<file path="config.mk">
export PLATFORM = sky130hd
export DESIGN_NAME = ccr_sqrt
export DESIGN_NICKNAME = d
export VERILOG_FILES = /design/src/hw/rtl/ccr_pkg.sv /design/src/hw/rtl/ccr_sqrt.sv
export SDC_FILE = /design/constraint.sdc
export NUM_CORES = 2
export LEC_CHECK = 0
export CORE_MARGIN = 4
export CORE_UTILIZATION = 55
export DETAILED_ROUTE_END_ITERATION = 12
export DONT_BUFFER_PORTS = 1
export PLACE_DENSITY = 0.69
export SYNTH_ARGS = -nofsm -noshare
export SYNTH_HDL_FRONTEND = slang
export SYNTH_SLANG_ARGS = --single-unit
</file>
<file path="constraint.sdc">
create_clock -name clk -period 9.15 [get_ports clk]
set_input_delay 1.83 -clock clk [delete_from_list [all_inputs] [get_ports clk]]
set_output_delay 1.83 -clock clk [all_outputs]
set_load 0.01 [all_outputs]
</file>
<file path="src/hw/rtl/ccr_pkg.sv">
// ----------------------------------------------------------------------------
// ccr_pkg
// Shared types and constants for the circle/box collision pipeline.
// ----------------------------------------------------------------------------
package ccr_pkg;

	// Box side chosen when the centre lies inside the box
	typedef enum logic [1:0] {
		SIDE_LEFT,
		SIDE_RIGHT,
		SIDE_TOP,
		SIDE_BOTTOM
	} side_t;

	localparam int SQ_STAGES  = 16;  // one root bit per stage
	localparam int DIV_STAGES = 15;  // one quotient bit per stage

	localparam logic signed [16:0] ONE_Q14 = 17'sd16384;

	// Per-beat context carried alongside the square root and divider
	typedef struct packed {
		logic signed [15:0] cx;
		logic signed [15:0] cy;
		logic [11:0]        r;
		logic signed [15:0] vx;
		logic signed [15:0] vy;
		logic               hit;
		logic               outside;
		logic               sx;
		logic               sy;
		logic [11:0]        ax;
		logic [11:0]        ay;
		logic [14:0]        best;
		side_t              side;
	} ctx_t;

endpackage

</file>
<file path="src/hw/rtl/ccr_sqrt.sv">
// ----------------------------------------------------------------------------
// ccr_sqrt
// Pipelined integer square root of d2 * 256, one root bit per stage.
// ----------------------------------------------------------------------------
module ccr_sqrt import ccr_pkg::*; (
	input  logic        clk,
	input  logic        arst_n,
	input  logic        in_valid,
	output logic        in_ready,
	input  logic [23:0] in_d2,
	input  ctx_t        in_ctx,
	output logic        out_valid,
	input  logic        out_ready,
	output logic [15:0] out_root,
	output ctx_t        out_ctx
);

	localparam int N = SQ_STAGES;

	logic [N-1:0] v_s;
	logic [N:0]   en;

	always_comb begin
		en[N] = out_ready;
		for (int k = N - 1; k >= 0; k--) begin
			en[k] = !v_s[k] || en[k+1];
		end
	end

	always_ff @(posedge clk or negedge arst_n) begin
		if (!arst_n) begin
			v_s <= '0;
		end else begin
			if (en[0]) v_s[0] <= in_valid;
			for (int k = 1; k < N; k++) begin
				if (en[k]) v_s[k] <= v_s[k-1];
			end
		end
	end

	assign in_ready  = en[0];
	assign out_valid = v_s[N-1];

	logic [31:0] n_s    [N];
	logic [17:0] rem_s  [N];
	logic [15:0] root_s [N];
	ctx_t        ctx_s  [N];

	for (genvar k = 0; k < N; k++) begin : g_stage
		logic [31:0] n_in;
		logic [17:0] rem_in;
		logic [15:0] root_in;
		ctx_t        ctx_in;
		logic [19:0] remsh, trial;

		if (k == 0) begin : g_first
			assign n_in    = {in_d2, 8'h00};
			assign rem_in  = '0;
			assign root_in = '0;
			assign ctx_in  = in_ctx;
		end else begin : g_next
			assign n_in    = n_s[k-1];
			assign rem_in  = rem_s[k-1];
			assign root_in = root_s[k-1];
			assign ctx_in  = ctx_s[k-1];
		end

		// Bring down two radicand bits and try the next root bit
		assign remsh = {rem_in, n_in[31-2*k -: 2]};
		assign trial = {2'b00, root_in, 2'b01};

		always_ff @(posedge clk) begin
			if (en[k]) begin
				n_s[k]   <= n_in;
				ctx_s[k] <= ctx_in;
				if (remsh >= trial) begin
					rem_s[k]  <= 18'(remsh - trial);
					root_s[k] <= {root_in[14:0], 1'b1};
				end else begin
					rem_s[k]  <= remsh[17:0];
					root_s[k] <= {root_in[14:0], 1'b0};
				end
			end
		end
	end

	assign out_root = root_s[N-1];
	assign out_ctx  = ctx_s[N-1];

endmodule

</file>
### Word level (Yosys, flattened, before mapping)

Memory sizes are Yosys's and may differ from the RTL's.
Cells that the tools add are included.
W data, S select, Z words.

* memory bits (writable): 2992
* input bits: 149
* flip-flop bits (word level): 16
* output and inout bits: 139
* memory bits (read-only): 0
* logic and storage cells: 276
* memories: 4
* bits in latches: 0

Memory list
* ctx_s: depth 16, width 121, read ports 16, clocked after Yosys merged registers in 0, write ports 16, line ccr_sqrt.sv:47 `ctx_t ctx_s [N];`
* n_s: depth 16, width 32, read ports 15, clocked after Yosys merged registers in 0, write ports 16, line ccr_sqrt.sv:44 `logic [31:0] n_s [N];`
* rem_s: depth 16, width 18, read ports 15, clocked after Yosys merged registers in 0, write ports 16, line ccr_sqrt.sv:45 `logic [17:0] rem_s [N];`
* root_s: depth 16, width 16, read ports 16, clocked after Yosys merged registers in 0, write ports 16, line ccr_sqrt.sv:46 `logic [15:0] root_s [N];`

* shifts and indexed selects: 0
* multiplexer cells: 160
* order comparisons: 16
* bitwise logic cells: 32
* reductions and logical operators: 32
* div/mod/pow operators: 0
* $mul: 0
* add/subtract/negate cells: 16
* equality and inequality tests: 0

Operators by type and width (number)
* $ge A20 B18 Y1: 15
* $mux W18: 16
* $sub A18 B18 Y18: 15
* $mux W16: 16
* $mux W1: 128
* $or A1 B1 Y1: 32
* $logic_not A1 Y1: 16
* $logic_or A1 B1 Y1: 16
* $sub A2 B1 Y3 const B: 1
* $ge A2 B1 Y1 const B: 1

### Longest topological paths before layout

* depth in word-level cells: 20
* depth in mapped cells: 11
* gate-level depth less buffers: 10

### Worst setup path after synthesis

Ideal clock, no wire load.

* path type: input port to output port
* start: in out_ready
* end: out in_ready
* data arrival time: 5.932 ns
* stages on the path: 4
* setup slack: 1.388 ns
* buffers on the path: 0
* required time: 7.320 ns
* path through: and4b_1 > and4_1 > and3_1 > nand3_1

* longest elaborated chain between the ends: 16

RTL lines
* start, declared: line ccr_sqrt.sv:13 `input logic out_ready,`
* $logic_or A1 B1 Y1 (16 in a row): line ccr_sqrt.sv:26 `en[k] = !v_s[k] || en[k+1];`
* end, declared: line ccr_sqrt.sv:9 `output logic in_ready,`

No other way between the ends.

### Final worst setup path

Same ends and word-level chain as after synthesis.

==> flow_summary.yaml <==
critical_path:
  path_cells: "and4b_1, and4_1, buf_4, and3_1, nand3_4"
  slowest_delay_ps: 520
  cp_top_family: "simple AND/OR/NAND/NOR gates"
  cp.required_ps: 7320
  cp_num_buf_inv: 1
  crit_slowest_cell: "and4b_1"
  worst_ep_arrival_time_ps: 4020
  regToRegSetupSlack_ps: 4910
  cp_max_fo: 20
  crit_type: "in -> out"
  setup.worst_path.end_class: "output port"
  start_kind: "input pin"
detailed_routing:
  drt_first_pass_iters: 5
  wire_per_inst_um: 20.21
  wl_um: 130400
  postRouteAntennaNets: 0
  drc: 0
  drtIter0Drc: 2618
  vias: 33380
  vias_per_cell: 5.174
clock_network:
  cts_hold_buf: 0
  clkTransAtPathRegs_ps: 60
  postCtsSetupBuffers: 0
  ctsResizeCount: 0
  cts_buffer_depth: 3
  cts-htree-levels: 4
  root_buffer: "clkbuf_16"
  clock_latency_ps: 840
  cts_sinks: 2467
  tritoncts: "done"
  cts_made_buffers: 223
synth:
  synth-edff-count: 2450
  ys.flop_type: "edfxtp_1"
  syn_inst: 4108
  avgSynthCellArea_um2: 20.63
  synth_cell_types: 77
  async_flop_share_pct: 0.6486
  ys_seq_elements: 2467
  synth_warnings: 0
  syn_nets: 4407
  syn_area_um2: 84750
  ys_seq_area_share_pct: 87.30
global_route:
  grt_pass1_wl_um: 200000
  grt_usage_pct: 16.31
  grt_start_max_net_pins: 135
  grtUsageMet1_pct: 23.01
  grt-ovfl-total: 0
  grt_pass1_vias: 33260
  use_met2_pct: 24.92
  use_met3_pct: 4.348
  antenna_found_initial: 19
  top_usage_layer: "met2"
timing:
  finalHoldViolations: 0
  slew_violations: 0
  finClkSkew_ps: 54.93
  final-setup-viol-count: 0
  maxSlewHeadroom_pct: 18.91
  setup_tns_ps: 0
  fmax_ghz: 0.1710
  layout_setup_ws_ps: 3303
  finalCriticalPeriod_ps: 5847
  rsz0062_at_grt: "false"
  layout_worst_path_cycle_share_pct: 63.90
  worst_pin_slew_ps: 1216
floorplan:
  ios: 288
  die_width_um: 400.6
  die_area_um2: 160400
  design.core.area_um2: 152600
  chipHeight_um: 400.6
  start_util_pct: 55.53
  rows: 143
power:
  pwr-share-clk_pct: 34.0
  vdd_drop_max_uv: 207.7
  p_int_mw: 21.12
  p_per_area_nw_per_um2: 289.8
  switching_share_pct: 22.64
  switching_power_mw: 6.182
  p_seq_share_pct: 58.4
  p_leak_nw: 34.64
  p_comb_share_pct: 7.7
layout:
  fin_util_pct: 61.72
  final_cell_mix: "edfxtp_1, clkbuf_16, inv_1"
  final_nets: 4518
  layout.cells.non_filler: 6452
  area_growth_pct: 11.14
  drive_gt1_share_pct: 9.560
  final_common_cell: "edfxtp_1"
placed_design:
  gp_congestion: 0.8892
  dp_hpwl_um: 81660
  post-place-ws_ps: 3195
  dp.cells: 6024
  io_buffer_count: 0
outcome:
  status: "finished, final reports clean"
flow_run:
  drv_cap: 0
hold_path:
  min_path_type: "reg -> reg"
[area by class of cell]
type,count,area (um2)
multi-input combinational,1309,9139
sequential,2467,73990
inverter,184,733.2
antenna,8,20.02
tap,2030,2540
clock buffer,265,5789
clock inverter,155,1719
timing repair buffer,34,267.8
fill,10190,58420
[cell families (layout without fill, tap and decap cells)]
| kind of cell | after synthesis | in the layout | synth area share (%) |
|---|---|---|---|
| DFF | 2467 | 2467 | 87.30 |
| and+or+nand+nor | 566 | 566 | 3.367 |
| AOI/OAI and AO/OA | 383 | 383 | 2.827 |
| buffers and inverters | 332 | 638 | 2.021 |
| xor gates and xnor gates | 182 | 182 | 1.881 |
| adders and majority gates | 150 | 150 | 2.241 |
| muxes | 28 | 28 | 0.3617 |
| other | 0 | 8 | 0 |
[worst register-to-register path, delay by kind of cell (launching register included)]
family / cells / cell delay [ps]
DFF: 1 / 460
and+or+nand+nor: 4 / 1200
buffers and inverters: 3 / 2010
[layer usage]
| layer | vias up | share of wire, % |
|---|---|---|
| li1 | 15940 | - |
| met1 | 16290 | 44 |
| met2 | 904 | 46 |
| met3 | 244 | 6.9 |
| met4 | 2 | 3.0 |
| met5 | - | 0.0031 |
[registers in the layout, indices dropped and copies added (netlist names)]
name	flops
ctx_s	1936
n_s	132
rem_s	247
root_s	136
v_s	16
[per-stage QoR]
stage,instance area (um2),hold WS [ps],total power [mW]
after floorplan,84750,400.3,17.58
after global placement,86670,400.4,18.14
after detailed placement,86670,404.5,18.28
after CTS,94180,382.8,27.61
after global routing,94180,387.0,28.55
final,94200,382.2,27.30
[Yosys cell counts (all sizes together), types with 15 or more instances]
master  number  area [um2]
xnor2       87       762.0
buf        133       965.9
nand3       35       175.2
o21ai      124       628.1
nor4        35       225.2
dfrtp       16       400.4
ha         147        1839
o31ai       18       135.1
xor2        95       832.1
inv        184       690.7
nand2b      46       287.8
mux2        21       236.5
a21oi      103       515.5
nor2       119       446.7
o21a        21       157.7
or3         17       106.4
edfxtp    2450       73570
nor3        53       265.3
a21o        25       187.7
clkbuf      15       56.30
nand2      162       608.1
nor2b       18       112.6
[worst paths after layout]
| check | from | endpoint | depth (start not counted) |
|---|---|---|---|
| max | out_ready | in_ready | 5 |
| min | ctx_s[0][540]$_DFFE_PP_ | ctx_s[0][661]$_DFFE_PP_ | 0 |
| max reg2reg | v_s[15]$_DFFE_PN0P_ | ctx_s[0][128]$_DFFE_PP_ | 7 |
| min reg2reg | ctx_s[0][540]$_DFFE_PP_ | ctx_s[0][661]$_DFFE_PP_ | 0 |
| max in group asynchronous | arst_n | v_s[2]$_DFFE_PN0P_ | 0 |
| min in group asynchronous | arst_n | v_s[6]$_DFFE_PN0P_ | 0 |
[power groups by stage]
stage               logic (mW)  clock network [mW]  registers, mW
finish                    2.10                9.27           15.9
global route              2.37                10.1           16.1
CTS                       2.12                9.52           16.0
detailed placement        2.10                   0           16.2
global placement          2.03                   0           16.1
floorplan                 1.84                   0           15.7
Note: power is estimated with default switching activity, not from simulation.
