==> src/hw/rtl/ccr_pkg.sv <==
// ----------------------------------------------------------------------------
// ccr_pkg
// Shared types and constants for the circle/box collision pipeline.
// ----------------------------------------------------------------------------
package ccr_pkg;

	// Box side chosen when the centre lies inside the box
	typedef enum logic [1:0] {
		SIDE_LEFT,
		SIDE_RIGHT,
		SIDE_TOP,
		SIDE_BOTTOM
	} side_t;

	localparam int SQ_STAGES  = 16;  // one root bit per stage
	localparam int DIV_STAGES = 15;  // one quotient bit per stage

	localparam logic signed [16:0] ONE_Q14 = 17'sd16384;

	// Per-beat context carried alongside the square root and divider
	typedef struct packed {
		logic signed [15:0] cx;
		logic signed [15:0] cy;
		logic [11:0]        r;
		logic signed [15:0] vx;
		logic signed [15:0] vy;
		logic               hit;
		logic               outside;
		logic               sx;
		logic               sy;
		logic [11:0]        ax;
		logic [11:0]        ay;
		logic [14:0]        best;
		side_t              side;
	} ctx_t;

endpackage

==> src/hw/rtl/ccr_div.sv <==
// ----------------------------------------------------------------------------
// ccr_div
// Pipelined restoring divider, two lanes sharing one divisor: rounded
// |dx| * 2^18 / dist and |dy| * 2^18 / dist, one quotient bit per stage.
// ----------------------------------------------------------------------------
module ccr_div import ccr_pkg::*; (
	input  logic        clk,
	input  logic        arst_n,
	input  logic        in_valid,
	output logic        in_ready,
	input  logic [15:0] in_root,
	input  ctx_t        in_ctx,
	output logic        out_valid,
	input  logic        out_ready,
	output logic [14:0] out_qx,
	output logic [14:0] out_qy,
	output logic [15:0] out_dist,
	output ctx_t        out_ctx
);

	localparam int N = DIV_STAGES;

	logic [N-1:0] v_s;
	logic [N:0]   en;

	always_comb begin
		en[N] = out_ready;
		for (int k = N - 1; k >= 0; k--) begin
			en[k] = !v_s[k] || en[k+1];
		end
	end

	always_ff @(posedge clk or negedge arst_n) begin
		if (!arst_n) begin
			v_s <= '0;
		end else begin
			if (en[0]) v_s[0] <= in_valid;
			for (int k = 1; k < N; k++) begin
				if (en[k]) v_s[k] <= v_s[k-1];
			end
		end
	end

	assign in_ready  = en[0];
	assign out_valid = v_s[N-1];

	// Numerators with half the divisor added for round-to-nearest
	logic [30:0] numx, numy;
	assign numx = {1'b0, in_ctx.ax, 18'h0} + {15'h0, 1'b0, in_root[15:1]};
	assign numy = {1'b0, in_ctx.ay, 18'h0} + {15'h0, 1'b0, in_root[15:1]};

	logic [30:0] remx_s [N];
	logic [30:0] remy_s [N];
	logic [14:0] qx_s   [N];
	logic [14:0] qy_s   [N];
	logic [15:0] den_s  [N];
	ctx_t        ctx_s  [N];

	for (genvar k = 0; k < N; k++) begin : g_stage
		logic [30:0] rx_in, ry_in, sub;
		logic [14:0] qx_in, qy_in;
		logic [15:0] den_in;
		ctx_t        ctx_in;

		if (k == 0) begin : g_first
			assign rx_in  = numx;
			assign ry_in  = numy;
			assign qx_in  = '0;
			assign qy_in  = '0;
			assign den_in = in_root;
			assign ctx_in = in_ctx;
		end else begin : g_next
			assign rx_in  = remx_s[k-1];
			assign ry_in  = remy_s[k-1];
			assign qx_in  = qx_s[k-1];
			assign qy_in  = qy_s[k-1];
			assign den_in = den_s[k-1];
			assign ctx_in = ctx_s[k-1];
		end

		// Divisor aligned to quotient bit N-1-k
		assign sub = 31'({15'h0, den_in} << (N - 1 - k));

		always_ff @(posedge clk) begin
			if (en[k]) begin
				den_s[k] <= den_in;
				ctx_s[k] <= ctx_in;
				if (rx_in >= sub) begin
					remx_s[k] <= rx_in - sub;
					qx_s[k]   <= {qx_in[13:0], 1'b1};
				end else begin
					remx_s[k] <= rx_in;
					qx_s[k]   <= {qx_in[13:0], 1'b0};
				end
				if (ry_in >= sub) begin
					remy_s[k] <= ry_in - sub;
					qy_s[k]   <= {qy_in[13:0], 1'b1};
				end else begin
					remy_s[k] <= ry_in;
					qy_s[k]   <= {qy_in[13:0], 1'b0};
				end
			end
		end
	end

	assign out_qx   = qx_s[N-1];
	assign out_qy   = qy_s[N-1];
	assign out_dist = den_s[N-1];
	assign out_ctx  = ctx_s[N-1];

endmodule

==> config.mk <==
export PLATFORM = sky130hd
export DESIGN_NAME = ccr_div
export DESIGN_NICKNAME = d
export VERILOG_FILES = /design/src/hw/rtl/ccr_pkg.sv /design/src/hw/rtl/ccr_div.sv
export SDC_FILE = /design/constraint.sdc
export NUM_CORES = 2
export LEC_CHECK = 0
export BUFFER_PORTS_ARGS = -buffer_cell sky130_fd_sc_hd__buf_4
export CAP_MARGIN = 0
export CELL_PAD_IN_SITES_DETAIL_PLACEMENT = 1
export CELL_PAD_IN_SITES_GLOBAL_PLACEMENT = 1
export CORE_MARGIN = 10
export CORE_UTILIZATION = 40
export DETAILED_ROUTE_END_ITERATION = 10
export HOLD_SLACK_MARGIN = 0.08
export PLACE_DENSITY = 0.73
export SYNTH_ARGS = -nofsm -noshare
export SYNTH_HDL_FRONTEND = slang
export SYNTH_SLANG_ARGS = --single-unit
==> constraint.sdc <==
create_clock -name clk -period 12.7 [get_ports clk]
set_input_delay 1.27 -clock clk [delete_from_list [all_inputs] [get_ports clk]]
set_output_delay 1.27 -clock clk [all_outputs]
set_load 0.005 [all_outputs]
* Yosys cells after proc, flatten, opt, wreduce, memory -nomap -nowiden *
Memories as Yosys holds them, arrays and structs flattened.
Cells that the tools add are included.

storage, ports and cells
  bits in read-only memories = 0
  output and inout port bits = 169
  bits in latches = 0
  memory bits (writable) = 3435
  input port bits = 141
  word-level logic and storage cells = 443
  memories = 6
  register bits = 15

memories
  name    words  bits a word  rd ports  clocked after Yosys merged registers in  wr ports  line           source
  ctx_s   15     121          15        0                                        15        ccr_div.sv:57  ctx_t ctx_s [N];
  remx_s  15     31           14        0                                        15        ccr_div.sv:52  logic [30:0] remx_s [N];
  remy_s  15     31           14        0                                        15        ccr_div.sv:53  logic [30:0] remy_s [N];
  den_s   15     16           15        0                                        15        ccr_div.sv:56  logic [15:0] den_s [N];
  qx_s    15     15           15        0                                        15        ccr_div.sv:54  logic [14:0] qx_s [N];
  qy_s    15     15           15        0                                        15        ccr_div.sv:55  logic [14:0] qy_s [N];

operators by class
  magnitude comparators = 30
  multipliers = 0
  div/mod/pow operators = 0
  bitwise operators = 60
  multiplexer cells = 270
  reduce and logical (&&, ||, !) cells = 30
  eq/ne operators = 0
  shift-type cells = 0
  add/subtract/negate cells = 32

operators with widths
  operator                                      count
  two-way mux 31 bit                            30
  two-way mux 15 bit                            30
  two-way mux 1 bit                             210
  adder 30 x 15 -> 31 bit                       2
  greater-or-equal comparator 31 x 16 -> 1 bit  2
  greater-or-equal comparator 31 x 17 -> 1 bit  2
  greater-or-equal comparator 31 x 18 -> 1 bit  2
  greater-or-equal comparator 31 x 19 -> 1 bit  2
  greater-or-equal comparator 31 x 20 -> 1 bit  2
  greater-or-equal comparator 31 x 21 -> 1 bit  2
  greater-or-equal comparator 31 x 22 -> 1 bit  2
  greater-or-equal comparator 31 x 23 -> 1 bit  2
  greater-or-equal comparator 31 x 24 -> 1 bit  2
  greater-or-equal comparator 31 x 25 -> 1 bit  2
  greater-or-equal comparator 31 x 26 -> 1 bit  2
  greater-or-equal comparator 31 x 27 -> 1 bit  2
  greater-or-equal comparator 31 x 28 -> 1 bit  2
  greater-or-equal comparator 31 x 29 -> 1 bit  2
  greater-or-equal comparator 31 x 30 -> 1 bit  2
  subtractor 31 x 16 -> 31 bit                  2
  subtractor 31 x 17 -> 31 bit                  2
  subtractor 31 x 18 -> 31 bit                  2
  subtractor 31 x 19 -> 31 bit                  2
  subtractor 31 x 20 -> 31 bit                  2
  other kinds (13)                              110

* Longest topological paths before layout *
  depth in word-level cells = 19
  mapped depth = 13
  gate-level depth less buffers = 12

* Worst setup path before layout *
No wires, ideal clock.

  path kind = input to register
  start = input port out_ready
  end = memory remx_s[0][24], data pin
  data arrival time = 13.339 ns
  setup time = 0.260 ns
  data required time = 12.440 ns
  stages = 10
  slack = -0.899 ns
  buffers on the path = 1
  cells stage by stage = and4b_1 > inv_2 > nor4_2 > nand4_1 > or2_2 > and2_1 > o21ai_0 > nand2_1 > buf_2 > mux2_2

RTL lines
  item                line           source
  start: declaration  ccr_div.sv:14  input logic out_ready,
  end: declaration    ccr_div.sv:52

* Worst setup path after layout *
  start = input port out_ready
  end = output port in_ready

on the way
  cells in the longest elaborated chain, start to end = 15

ends and longest elaborated chain
  item                             line           source
  logical OR 1 bit (3 in series)   ccr_div.sv:29  en[k] = !v_s[k] || en[k+1];
  net en[12]                       ccr_div.sv:24  logic [N:0] en;
  logical OR 1 bit (11 in series)  ccr_div.sv:29
  net en[1]                        ccr_div.sv:24
  logical OR 1 bit                 ccr_div.sv:29
  end: declaration                 ccr_div.sv:10  output logic in_ready,

The timed path passes the listed nets, and every way through them passes these cells.

==> flow_summary.ini <==
[status]
status = complete, no violations

[cts]
path_clk_slew_ns = 0.06
cts_tree = yes
htree_levels = 5
cts_made_buffers = 307
ctsRootBufferMaster = clkbuf_16
ctsHoldBuffers = 0
cts_num_sinks = 2989
clk_latency_ns = 0.91
cts_resized = 0
cts_setup_buffers = 0
cts.path.max_buffers = 4

[grt]
grt_max_degree = 154
grtUsageTotal = 0.1728
grt_pass1_wl_um = 443800
globalRouteOverflowTotal = 0
antenna_found_initial = 8
grt_pass1_vias = 71180

[critical_path]
max_stage_delay_ns = 0.88
cp.arrival_ns = 5.01
crit_type = in -> out
end_kind = primary output
cp-start-kind = input pin
crit_fanout = 122
cp_slowest_cell = nor4_2
rr_worst_depth = 10
required_ns = 11.43
crit_chain = buf_4, and4b_1, clkinv_8, nor4_2, nand4_1, buf_12, or2_4, buf_4
crit_top_cell = buf_4

[synthesis]
synth_area_per_cell_um2 = 15.40
ys_warn_count = 0
synth_edf_count = 2972
synth_most_common_cell = edfxtp_1
async_flop_share = 0.005018
ys_ff_latch = 2989
synth_top_area_share = 0.7254
synth_common_cells = edfxtp_1, ha_1, nor2_1
synth_fp_nets = 8615
ys.flop_type = edfxtp_1
ys_types = 91
yosysSeqAreaShare = 0.7288
synth_cells = 7988
synthTopCellsByArea = edfxtp_1, ha_1, xnor2_1
yosys.area.top_type = edfxtp_1
synth.cell_area_mm2 = 0.1230

[detailed_routing]
drt_iter0_markers = 4431
wl_per_cell_um = 23.06
post_drt_via_cell_ratio = 5.158
num_vias = 65870
postRouteWirelength_um = 294500
drc = 0
firstDrtPassIters = 5
ant_nets = 0

[timing]
rsz0062_at_grt = false
setup_tns_ns = 0
setup_violations = 0
period_share = 0.4945
worstMarginPinSlew_ns = 1.312
relSlewSlack = 0.1255
hold_viol_final = 0
slew_viol_final = 0
min_period_ns = 6.280
fin_skew_ns = 0.06438
max_freq_mhz = 159.2

[hold_path]
min-delay-path-class = in -> async

[power]
p_per_area_mw_per_mm2 = 244.8
p_leak_nw = 51.95
max-vdd-ir-drop_mv = 0.1228
finalPower_mw = 34.23

[layout]
area_growth_syn_to_layout_pct = 13.64
layout-drive-gt1-share = 0.1197
n_fill_cell = 30060
utilization = 0.4568
nNetsFinal = 9044

[floorplan]
num_rows = 203
start_util = 0.4020
ios = 310
fp.dieW_um = 574.6
die_h_um = 574.6
core_mm2 = 0.3061
dieArea_mm2 = 0.3301

[placement]
place_congestion = 0.9380
port_buffers = 309
dp_hpwl_um = 218100

[job]
maxCapViolCount = 0
==> sequential cells by signal (all words and copies together), names as in the netlist <==
name and flops:
qx_s 120, ctx_s 1815, den_s 156, v_s 15
remy_s 413, qy_s 120, remx_s 350
==> cells in the final DEF, fill, tap and decap left out, types with 30 or more instances in the layout <==
cell	Yosys	layout
clkbuf_1	90	49
and3_1	48	48
xor2_1	215	215
nor2_1	430	429
a31oi_1	46	44
nor3_1	168	167
a21boi_0	31	31
buf_4	138	358
o21bai_1	38	37
clkbuf_16	0	312
mux2_2	127	127
o21ai_0	349	349
or3_1	79	79
o21a_1	83	83
edfxtp_1	2972	2972
inv_1	414	407
nand2_1	420	414
nand4_1	68	68
nor4_1	82	80
nand2b_1	75	75
clkinv_2	0	56
o31ai_1	50	50
clkinv_1	0	63
a21o_1	123	123
ha_1	460	460
o211ai_1	43	43
a211oi_1	54	54
or4_1	30	30
nand3_1	147	147
bufinv_16	0	33
xnor2_1	273	273
nor2b_1	109	109
a21oi_1	374	371
==> logic make-up (layout without fill, tap and decap cells) <==
family	after synthesis	after routing	share of synthesized area
AOI/OAI and AO/OA	1382	1382	0.07155
xor gates and xnor gates	488	488	0.03474
adders and majority gates	486	486	0.05102
buffers and inverters	661	1338	0.02462
DFF	2989	2989	0.7288
muxes	158	158	0.01435
other	0	6	0
and+or+nand+nor	1824	1824	0.07491
==> through the flow <==
stage / cells / instance area (um^2) / hold slack (ns) / worst slack (ns)
2_1_floorplan: 7988 / 123000 / 0.4003 / 0.09973
4_1_cts: 12770 / 139800 / 0.2490 / 6.461
3_5_place_dp: 12210 / 129700 / 0.4052 / 6.368
6_report: 12770 / 139800 / 0.2950 / 6.420
5_1_grt: 12770 / 139800 / 0.2635 / 6.218
3_3_place_gp: 12210 / 129700 / 0.4003 / 6.490
==> final cells by class <==
cell class	instances	area, um^2	area share
antenna	6	15.01	0.0001074
clock buffer	364	8033	0.05746
clock inverter	193	2090	0.01495
inverter	417	1622	0.01160
multi-input combinational	4338	30440	0.2177
sequential	2989	89660	0.6414
tap	4100	5130	0.03670
timing repair buffer	364	2808	0.02008
==> metal layers <==
layer  GRT usage  wire length, um  vias up
met5           0                0        -
met4     0.07713            14960        0
met3     0.02413            11130      558
met2      0.3160           151700     1356
met1      0.2012           116700    32790
li1            -                -    31170
==> final timing paths <==
check | startpoint | to | slack (ns)
worst max-delay path | out_ready | in_ready | 6.42
worst max register to register | v_s[13] | remx_s[0][22] | 7.32
max in group asynchronous | arst_n | v_s[6] | 12.02
worst min register to register | ctx_s[0][373] | ctx_s[0][494] | 0.39
worst min-delay path | arst_n | v_s[9] | 0.29
min in group clk | ctx_s[0][373] | ctx_s[0][494] | 0.39
==> worst max-delay path, delay by kind of cell <==
family                 cells  cell delay (ns)
AND/OR/NAND/NOR            4             2.46
buffers and inverters      4             1.02
==> where the power goes <==
| part | switching [mW] | internal (mW) | total (mW) |
|---|---|---|---|
| clock | 3.74 | 5.23 | 8.97 |
| combinational | 5.48 | 3.94 | 9.42 |
| sequential | 1.50 | 14.3 | 15.8 |
| total | 10.7 | 23.5 | 34.2 |
(Power assumes the default switching activity.)
