`config.mk`:
```
export PLATFORM = sky130hd
export DESIGN_NAME = ccr_front
export DESIGN_NICKNAME = d
export VERILOG_FILES = /design/src/hw/rtl/ccr_pkg.sv /design/src/hw/rtl/ccr_front.sv
export SDC_FILE = /design/constraint.sdc
export NUM_CORES = 2
export LEC_CHECK = 0
export BUFFER_PORTS_ARGS = -buffer_cell sky130_fd_sc_hd__buf_4
export CELL_PAD_IN_SITES_DETAIL_PLACEMENT = 0
export CELL_PAD_IN_SITES_GLOBAL_PLACEMENT = 2
export CORE_MARGIN = 8
export CORE_UTILIZATION = 38
export DETAILED_ROUTE_END_ITERATION = 12
export PLACE_DENSITY = 0.89
export SYNTH_ARGS = -nofsm -noshare
export SYNTH_HDL_FRONTEND = slang
export SYNTH_SLANG_ARGS = --single-unit
```
`constraint.sdc`:
```
create_clock -name clk -period 6.6 [get_ports clk]
set_input_delay 0 -clock clk [delete_from_list [all_inputs] [get_ports clk]]
set_output_delay 0 -clock clk [all_outputs]
set_load 0.03 [all_outputs]
```
`src/hw/rtl/ccr_pkg.sv`:
```
// ----------------------------------------------------------------------------
// ccr_pkg
// Shared types and constants for the circle/box collision pipeline.
// ----------------------------------------------------------------------------
package ccr_pkg;

	// Box side chosen when the centre lies inside the box
	typedef enum logic [1:0] {
		SIDE_LEFT,
		SIDE_RIGHT,
		SIDE_TOP,
		SIDE_BOTTOM
	} side_t;

	localparam int SQ_STAGES  = 16;  // one root bit per stage
	localparam int DIV_STAGES = 15;  // one quotient bit per stage

	localparam logic signed [16:0] ONE_Q14 = 17'sd16384;

	// Per-beat context carried alongside the square root and divider
	typedef struct packed {
		logic signed [15:0] cx;
		logic signed [15:0] cy;
		logic [11:0]        r;
		logic signed [15:0] vx;
		logic signed [15:0] vy;
		logic               hit;
		logic               outside;
		logic               sx;
		logic               sy;
		logic [11:0]        ax;
		logic [11:0]        ay;
		logic [14:0]        best;
		side_t              side;
	} ctx_t;

endpackage

```
`src/hw/rtl/ccr_front.sv`:
```
// ----------------------------------------------------------------------------
// ccr_front
// Clamp the centre to the box, form squared offset and radius, pick the
// nearest side, decide hit. Three register stages.
// ----------------------------------------------------------------------------
module ccr_front import ccr_pkg::*; (
	input  logic               clk,
	input  logic               arst_n,
	input  logic               in_valid,
	output logic               in_ready,
	input  logic signed [15:0] center_x,
	input  logic signed [15:0] center_y,
	input  logic [11:0]        circle_radius,
	input  logic signed [15:0] vel_x,
	input  logic signed [15:0] vel_y,
	input  logic signed [15:0] box_left,
	input  logic signed [15:0] box_top,
	input  logic [14:0]        box_width,
	input  logic [14:0]        box_height,
	output logic               out_valid,
	input  logic               out_ready,
	output ctx_t               out_ctx,
	output logic [23:0]        out_d2
);

	localparam int N = 3;

	logic [N-1:0] v_s;
	logic [N:0]   en;

	// Stage enables: a stage loads when empty or when the next one loads
	always_comb begin
		en[N] = out_ready;
		for (int k = N - 1; k >= 0; k--) begin
			en[k] = !v_s[k] || en[k+1];
		end
	end

	always_ff @(posedge clk or negedge arst_n) begin
		if (!arst_n) begin
			v_s <= '0;
		end else begin
			if (en[0]) v_s[0] <= in_valid;
			for (int k = 1; k < N; k++) begin
				if (en[k]) v_s[k] <= v_s[k-1];
			end
		end
	end

	assign in_ready  = en[0];
	assign out_valid = v_s[N-1];

	// Stage 1: edges, clamp, offsets and side distances
	logic signed [16:0] cx17, cy17, left17, top17, right17, bottom17, cxc, cyc;
	logic signed [17:0] dx_c, dy_c;
	logic signed [16:0] dl_c, dr_c, dt_c, db_c;

	always_comb begin
		cx17     = {center_x[15], center_x};
		cy17     = {center_y[15], center_y};
		left17   = {box_left[15], box_left};
		top17    = {box_top[15], box_top};
		right17  = left17 + $signed({2'b00, box_width});
		bottom17 = top17 + $signed({2'b00, box_height});
		cxc = (cx17 < left17) ? left17 : ((cx17 > right17) ? right17 : cx17);
		cyc = (cy17 < top17) ? top17 : ((cy17 > bottom17) ? bottom17 : cy17);
		dx_c = {cx17[16], cx17} - {cxc[16], cxc};
		dy_c = {cy17[16], cy17} - {cyc[16], cyc};
		dl_c = cx17 - left17;
		dr_c = right17 - cx17;
		dt_c = cy17 - top17;
		db_c = bottom17 - cy17;
	end

	logic signed [17:0] dx_s1, dy_s1;
	logic [14:0]        dl_s1, dr_s1, dt_s1, db_s1;
	logic signed [15:0] cx_s1, cy_s1, vx_s1, vy_s1;
	logic [11:0]        r_s1;

	always_ff @(posedge clk) begin
		if (en[0]) begin
			dx_s1 <= dx_c;
			dy_s1 <= dy_c;
			dl_s1 <= dl_c[14:0];
			dr_s1 <= dr_c[14:0];
			dt_s1 <= dt_c[14:0];
			db_s1 <= db_c[14:0];
			cx_s1 <= center_x;
			cy_s1 <= center_y;
			vx_s1 <= vel_x;
			vy_s1 <= vel_y;
			r_s1  <= circle_radius;
		end
	end

	// Stage 2: squares, range check, nearest side
	logic signed [12:0] dx13, dy13, adx, ady;
	logic signed [25:0] sqx_c, sqy_c;
	logic [23:0]        r2_c;
	logic               small_c;
	logic [14:0]        best_c;
	side_t              side_c;

	always_comb begin
		dx13    = dx_s1[12:0];
		dy13    = dy_s1[12:0];
		adx     = dx13[12] ? -dx13 : dx13;
		ady     = dy13[12] ? -dy13 : dy13;
		sqx_c   = dx13 * dx13;
		sqy_c   = dy13 * dy13;
		r2_c    = r_s1 * r_s1;
		small_c = (dx_s1 > -18'sd4096) && (dx_s1 < 18'sd4096) &&
			(dy_s1 > -18'sd4096) && (dy_s1 < 18'sd4096);
		// ties keep the earlier side: left, right, top, bottom
		best_c = dl_s1;
		side_c = SIDE_LEFT;
		if (dr_s1 < best_c) begin
			best_c = dr_s1;
			side_c = SIDE_RIGHT;
		end
		if (dt_s1 < best_c) begin
			best_c = dt_s1;
			side_c = SIDE_TOP;
		end
		if (db_s1 < best_c) begin
			best_c = db_s1;
			side_c = SIDE_BOTTOM;
		end
	end

	logic [23:0] sqx_s2, sqy_s2, r2_s2;
	logic        small_s2;
	ctx_t        ctx_s2;

	always_ff @(posedge clk) begin
		if (en[1]) begin
			sqx_s2         <= sqx_c[23:0];
			sqy_s2         <= sqy_c[23:0];
			r2_s2          <= r2_c;
			small_s2       <= small_c;
			ctx_s2.cx      <= cx_s1;
			ctx_s2.cy      <= cy_s1;
			ctx_s2.r       <= r_s1;
			ctx_s2.vx      <= vx_s1;
			ctx_s2.vy      <= vy_s1;
			ctx_s2.hit     <= 1'b0;
			ctx_s2.outside <= 1'b0;
			ctx_s2.sx      <= dx13[12];
			ctx_s2.sy      <= dy13[12];
			ctx_s2.ax      <= adx[11:0];
			ctx_s2.ay      <= ady[11:0];
			ctx_s2.best    <= best_c;
			ctx_s2.side    <= side_c;
		end
	end

	// Stage 3: squared distance against squared radius
	logic [24:0] d2_c;
	assign d2_c = {1'b0, sqx_s2} + {1'b0, sqy_s2};

	ctx_t        ctx_c3;

	always_comb begin
		ctx_c3         = ctx_s2;
		ctx_c3.hit     = small_s2 && (d2_c <= {1'b0, r2_s2});
		ctx_c3.outside = (d2_c != '0);
	end

	ctx_t        ctx_s3;
	logic [23:0] d2_s3;

	always_ff @(posedge clk) begin
		if (en[2]) begin
			ctx_s3 <= ctx_c3;
			d2_s3  <= d2_c[23:0];
		end
	end

	assign out_ctx = ctx_s3;
	assign out_d2  = d2_s3;

endmodule

```
# Word level (Yosys, flattened, before mapping)
# Cells that the tools add are included.
# word_totals
regBits	512
output_inout_bits	147
input_bits	142
word_cells	93
# op_classes
mul	3
n_lt_le_gt_ge	12
n_reduce_logical	12
muxes	11
n_addsub	11
# ops
cell	count
17-bit 2-to-1 mux	4
15-bit subtractor	4
13-bit by 13-bit multiplier with 24-bit output	2
15-bit less-than comparator	3
15-bit 2-to-1 mux	3
18-bit by 13-bit greater-than comparator with 1-bit output (second input constant)	2
18-bit by 14-bit less-than comparator with 1-bit output (second input constant)	2
16-bit by 17-bit subtractor with 18-bit output	2
16-bit by 16-bit adder with 17-bit output	2
16-bit by 17-bit greater-than comparator with 1-bit output	2
16-bit less-than comparator	2
24-bit by 24-bit adder with 25-bit output	1
25-bit by 24-bit <= comparator with 1-bit output	1
25-bit nonzero test	1
12-bit by 12-bit multiplier with 24-bit output	1
12-bit 2-to-1 mux	2
12-bit negation	2
1-bit logical AND	4
1-bit logical NOT	3
1-bit logical OR	3
1-bit 2-to-1 mux	2
2-bit OR reduction	1

# Longest topological paths before layout
# logic_depth
ltp_word	6
ltp_mapped	31
mapped_depth_nobuf	30

# Worst setup path after synthesis
# OpenSTA, ideal clock, no wires.
# synth_timing
path_kind	reg2reg
from	reg v_s[2]
to	reg cx_s1[0], enable pin
path_buffers	0
t_required_ps	4295
period_less_slack_ps	7900
arrival_time_ps	5594
path_stages_with_launch	2
setup_ps	2305
path_slack_ps	-1300
path_cell_list	dfrtp_1 > nand4b_1
# synth_between
elab_chain_len	4
# synth_rtl
item	line_no	source
start, declared	ccr_front.sv:28	logic [N-1:0] v_s;
start signal, assigned by index	ccr_front.sv:45	if (en[k]) v_s[k] <= v_s[k-1];
1-bit logical NOT	ccr_front.sv:35	en[k] = !v_s[k] || en[k+1];
1-bit logical OR (3 in a row)	ccr_front.sv:35	
named net in_ready	ccr_front.sv:10	output logic in_ready,
end signal, assigned	ccr_front.sv:88	cx_s1 <= center_x;
end, declared	ccr_front.sv:77	logic signed [15:0] cx_s1, cy_s1, vx_s1, vy_s1;
# The timed path passes the listed nets, and every way through them passes these cells.
# A chain may end at the register's enable or synchronous reset.

# Final worst setup path
# layout_timing
from	reg dy_s1[3]
to	reg sqy_s2[21] (data pin)
# layout_between
elab_chain_len	1
# layout_rtl
item	line_no	source
start, declared	ccr_front.sv:75	logic signed [17:0] dx_s1, dy_s1;
start signal, assigned	ccr_front.sv:83	dy_s1 <= dy_c;
13-bit by 13-bit multiplier with 24-bit output	ccr_front.sv:110	sqy_c = dy13 * dy13;
named net sqy_c[21]	ccr_front.sv:98	logic signed [25:0] sqx_c, sqy_c;
end signal, assigned	ccr_front.sv:138	sqy_s2 <= sqy_c[23:0];
end, declared	ccr_front.sv:131	logic [23:0] sqx_s2, sqy_s2, r2_s2;
# The timed path passes the listed nets, and every way through them passes these cells.

==> impl_metrics.csv <==
group,metric,value,unit
setup_path,endpoint_kind,"flip-flop",
setup_path,worst-path-buf-inv,4,
clocking,worstSkewPairLatency,670,ps
drt,drt_wl_total,97.6,mm
drt,first_pass_iters,5,
drt,vias,26700,
synthesis,syn_nets,4491,
final_layout,layout.nets,4971,
placement,port_buffers,288,
hold_path,whs_endpoint,"dr_s1[0]",
final_layout,layout-drive-gt1-share,12.8,%
clocking,clockBufferDepth,3,
global_routing,track_usage,16.7,%
timing,post-route-period-util,93.6,%
synthesis,synthTopCellsByArea,"edfxtp_1 (38%), fa_1 (18%), ha_1 (14%)",
setup_path,start_kind,"flip-flop",
setup_path,slowest_stage,"edfxtp_1",
timing,setup_viol,0,
floorplanning,core,105000,sq um
setup_path,reg2reg_from,"dy_s1[3]",
setup_path,worstPathMaxFanout,8,
floorplanning,ios,289,
hold_path,hold_class,"input pin to flip-flop",
placement,place_area,44500,sq um
global_routing,antenna_found_initial,1,
hold_path,whs_path_depth,4,
synthesis,yosysMostFrequentCell,"inv_1",
setup_path,r2r_setup_slack,420,ps
final_layout,area_delta_synth_final,18.5,%
synthesis,synthFlopType,"edfxtp_1",
setup_path,crit_chain,"buf_4 -> nand2_1 -> fa_1 -> fa_1 -> inv_1 -> fa_1 -> inv_1 -> fa_1 -> inv_1 -> fa_1 -> fa_1 -> ha_1 -> a21oi_1 -> a21oi_1 -> a41oi_1 -> a21oi_1 -> a41oi_1 -> nor2b_1 -> xnor2_1",
timing,fin_skew,39.2,ps
setup_path,max_stage_delay,670,ps
synthesis,ys_seq_elements,506,
setup_path,critPathArrivalTime,6560,ps
floorplanning,die_h,341,um
synthesis,seq_area_frac_synth,37.8,%
final_layout,design_area,47600,sq um
synthesis,yosysUniqueCellTypes,73,
setup_path,r2r_end,"sqy_s2[21]",
setup_path,worstRegToRegCells,19,
global_routing,grt_pass1_wl,155,mm
synthesis,syn-cell-area,40100,sq um
drt,routedWlPerCell,17.8,um
clocking,numCtsBuffers,59,
synthesis,syn_inst,3554,
drt,vias_per_cell,4.88,
timing,max_freq,0.162,GHz
synthesis,yosys.area.top_type,"edfxtp_1",
drt,drt.antenna.violating_nets,0,
setup_path,cp_top_family,"adder cells",
synthesis,synth_top_area_share,37.6,%
placement,pre_cts_slack,71.5,ps
hold_path,hp-start,"box_width[0]",
global_routing,grt.overflow.total,0,
setup_path,critPathRequiredTime,6980,ps
timing,period_needed,6180,ps
clocking,root_buffer,"clkbuf_16",
synthesis,avgSynthCellArea,11.3,sq um
clocking,htree_levels,2,
floorplanning,start_util,38.2,%
synthesis,ys_async_sr_fraction,0.593,%
synthesis,yosysWarnings,0,
placement,gp_congestion,0.851,
timing,slew_headroom,35.7,%
outcome,outcome,"finished clean",
clocking,clk_pin_slew,60,ps
flow_run,drv_cap,0,
setup_path,cp-startpoint,"dy_s1[3]",
timing,finalWorstSetupSlack,425,ps
drt,drc,0,
floorplanning,die_x,341,um
floorplanning,rows,119,
setup_path,path_class,"flip-flop to flip-flop",
setup_path,path_depth,19,
clocking,cts_tree,"yes",
global_routing,grt_max_degree,128,
drt,drtIter0Drc,1316,
clocking,cts.sinks,506,
timing,final_max_slew_viol_count,0,
placement,hpwlAfterDp,77.9,mm
setup_path,critPathMostFrequentCell,"fa_1",
synthesis,synth_edf_count,503,
timing,tightest_slew,953,ps
global_routing,grt_pass1_vias,28300,
timing,hold_viol,0,
synthesis,synth_commonest_cells,"inv_1 (574), edfxtp_1 (503), ha_1 (441)",
floorplanning,dieArea,116000,sq um
state kept, by name (all words and copies together) (netlist names), 18 cells and up:
register,cells
out_ctx,121
ctx_c3,116
out_d2,24
r2_s2,23
sqx_s2,23
sqy_s2,23
dx_s1,18
dy_s1,18
cell type report:
type                       instances  area [sq um]
fill                            9788         57400
clock inverter                    35           318
multi-input combinational       2413         22700
timing repair buffer             479          3890
inverter                         575          2160
antenna                            1          2.50
sequential                       506         15200
clock buffer                      77          1580
tap                             1391          1740
placed cells by master, fill, tap and decap left out, drive strengths merged, types with 6 or more instances in the layout:
cell type    synthesis  final
nand4               20     20
and2               123    123
nand2              218    218
o41ai               10     10
o31ai               18     18
a21oi              154    154
xor2                46     46
buf                  5    376
nand3               41     41
or4                  6      6
nor2               204    204
nor3                57     57
a21boi              18     18
clkbuf              55     77
nor2b               49     49
and4                 7      7
inv                574    576
dlygate4sd3          0    103
a31oi               10     10
a211oi              26     26
o21ai               94     94
clkinv               1     26
a211o               10     10
o21a                19     19
fa                 354    354
and3                20     20
edfxtp             503    503
a21o                65     65
or3                 17     17
o2111ai              6      6
ha                 441    441
o31a                 8      8
or2                  7      7
mux2                24     24
mux2i               52     52
o211ai              10     10
nand2b              43     43
o21bai              12     12
xnor2              158    158
tightest hold or removal path, delay by kind of cell:
family | cells | cell delay [ps]
buf+inv | 2 | 150
fa+ha+maj | 2 | 360
layer usage:
metal | global-route usage, % | vias to the layer above | wire [um]
met5 | 0 | - | 0
li1 | - | 13100 | -
met3 | 2.85 | 126 | 3990
met2 | 30.2 | 439 | 49700
met1 | 20.7 | 13100 | 41800
met4 | 3.76 | 0 | 2050
through the flow:
step | hold WS [ps] | util (%) | instances | setup TNS, ps
after CTS | 1.35 | 45.2 | 5468 | 0
after detailed placement | -210 | 42.4 | 5253 | 0
after global routing | 11.3 | 45.3 | 5477 | -111
after global placement | -210 | 42.4 | 5253 | 0
final | 25.5 | 45.3 | 5477 | 0
after floorplan | -296 | - | 3554 | -202020
cell families (layout without fill, tap and decap cells):
family | Yosys count | in the layout | synth area share (%)
and+or+nand+nor | 828 | 828 | 10.1
adders and majority gates | 795 | 795 | 31.4
buffers and inverters | 635 | 1166 | 5.94
AOI/OAI and AO/OA | 510 | 510 | 8.32
DFF | 506 | 506 | 37.8
xor gates and xnor gates | 204 | 204 | 4.45
muxes | 76 | 76 | 1.97
other | 0 | 1 | 0
worst max path at each step:
stage | end
finish | sqy_s2[21]
global route | ctx_c3[12]
CTS | dy_s1[16]
detailed placement | dy_s1[16]
global placement | ctx_c3[6]
floorplan | cx_s1[0]
timing repair:
item | in CTS | in global routing
endpoints found under the setup margin | 0 | 37
hold buffers | 103 | 0
resized for setup | 0 | 23
hold endpoints to repair | 145 | 0
buffers inserted | 0 | 8
Power is not shown: default switching activity piles up to over one toggle a cycle in this logic, so the estimate is an artifact.
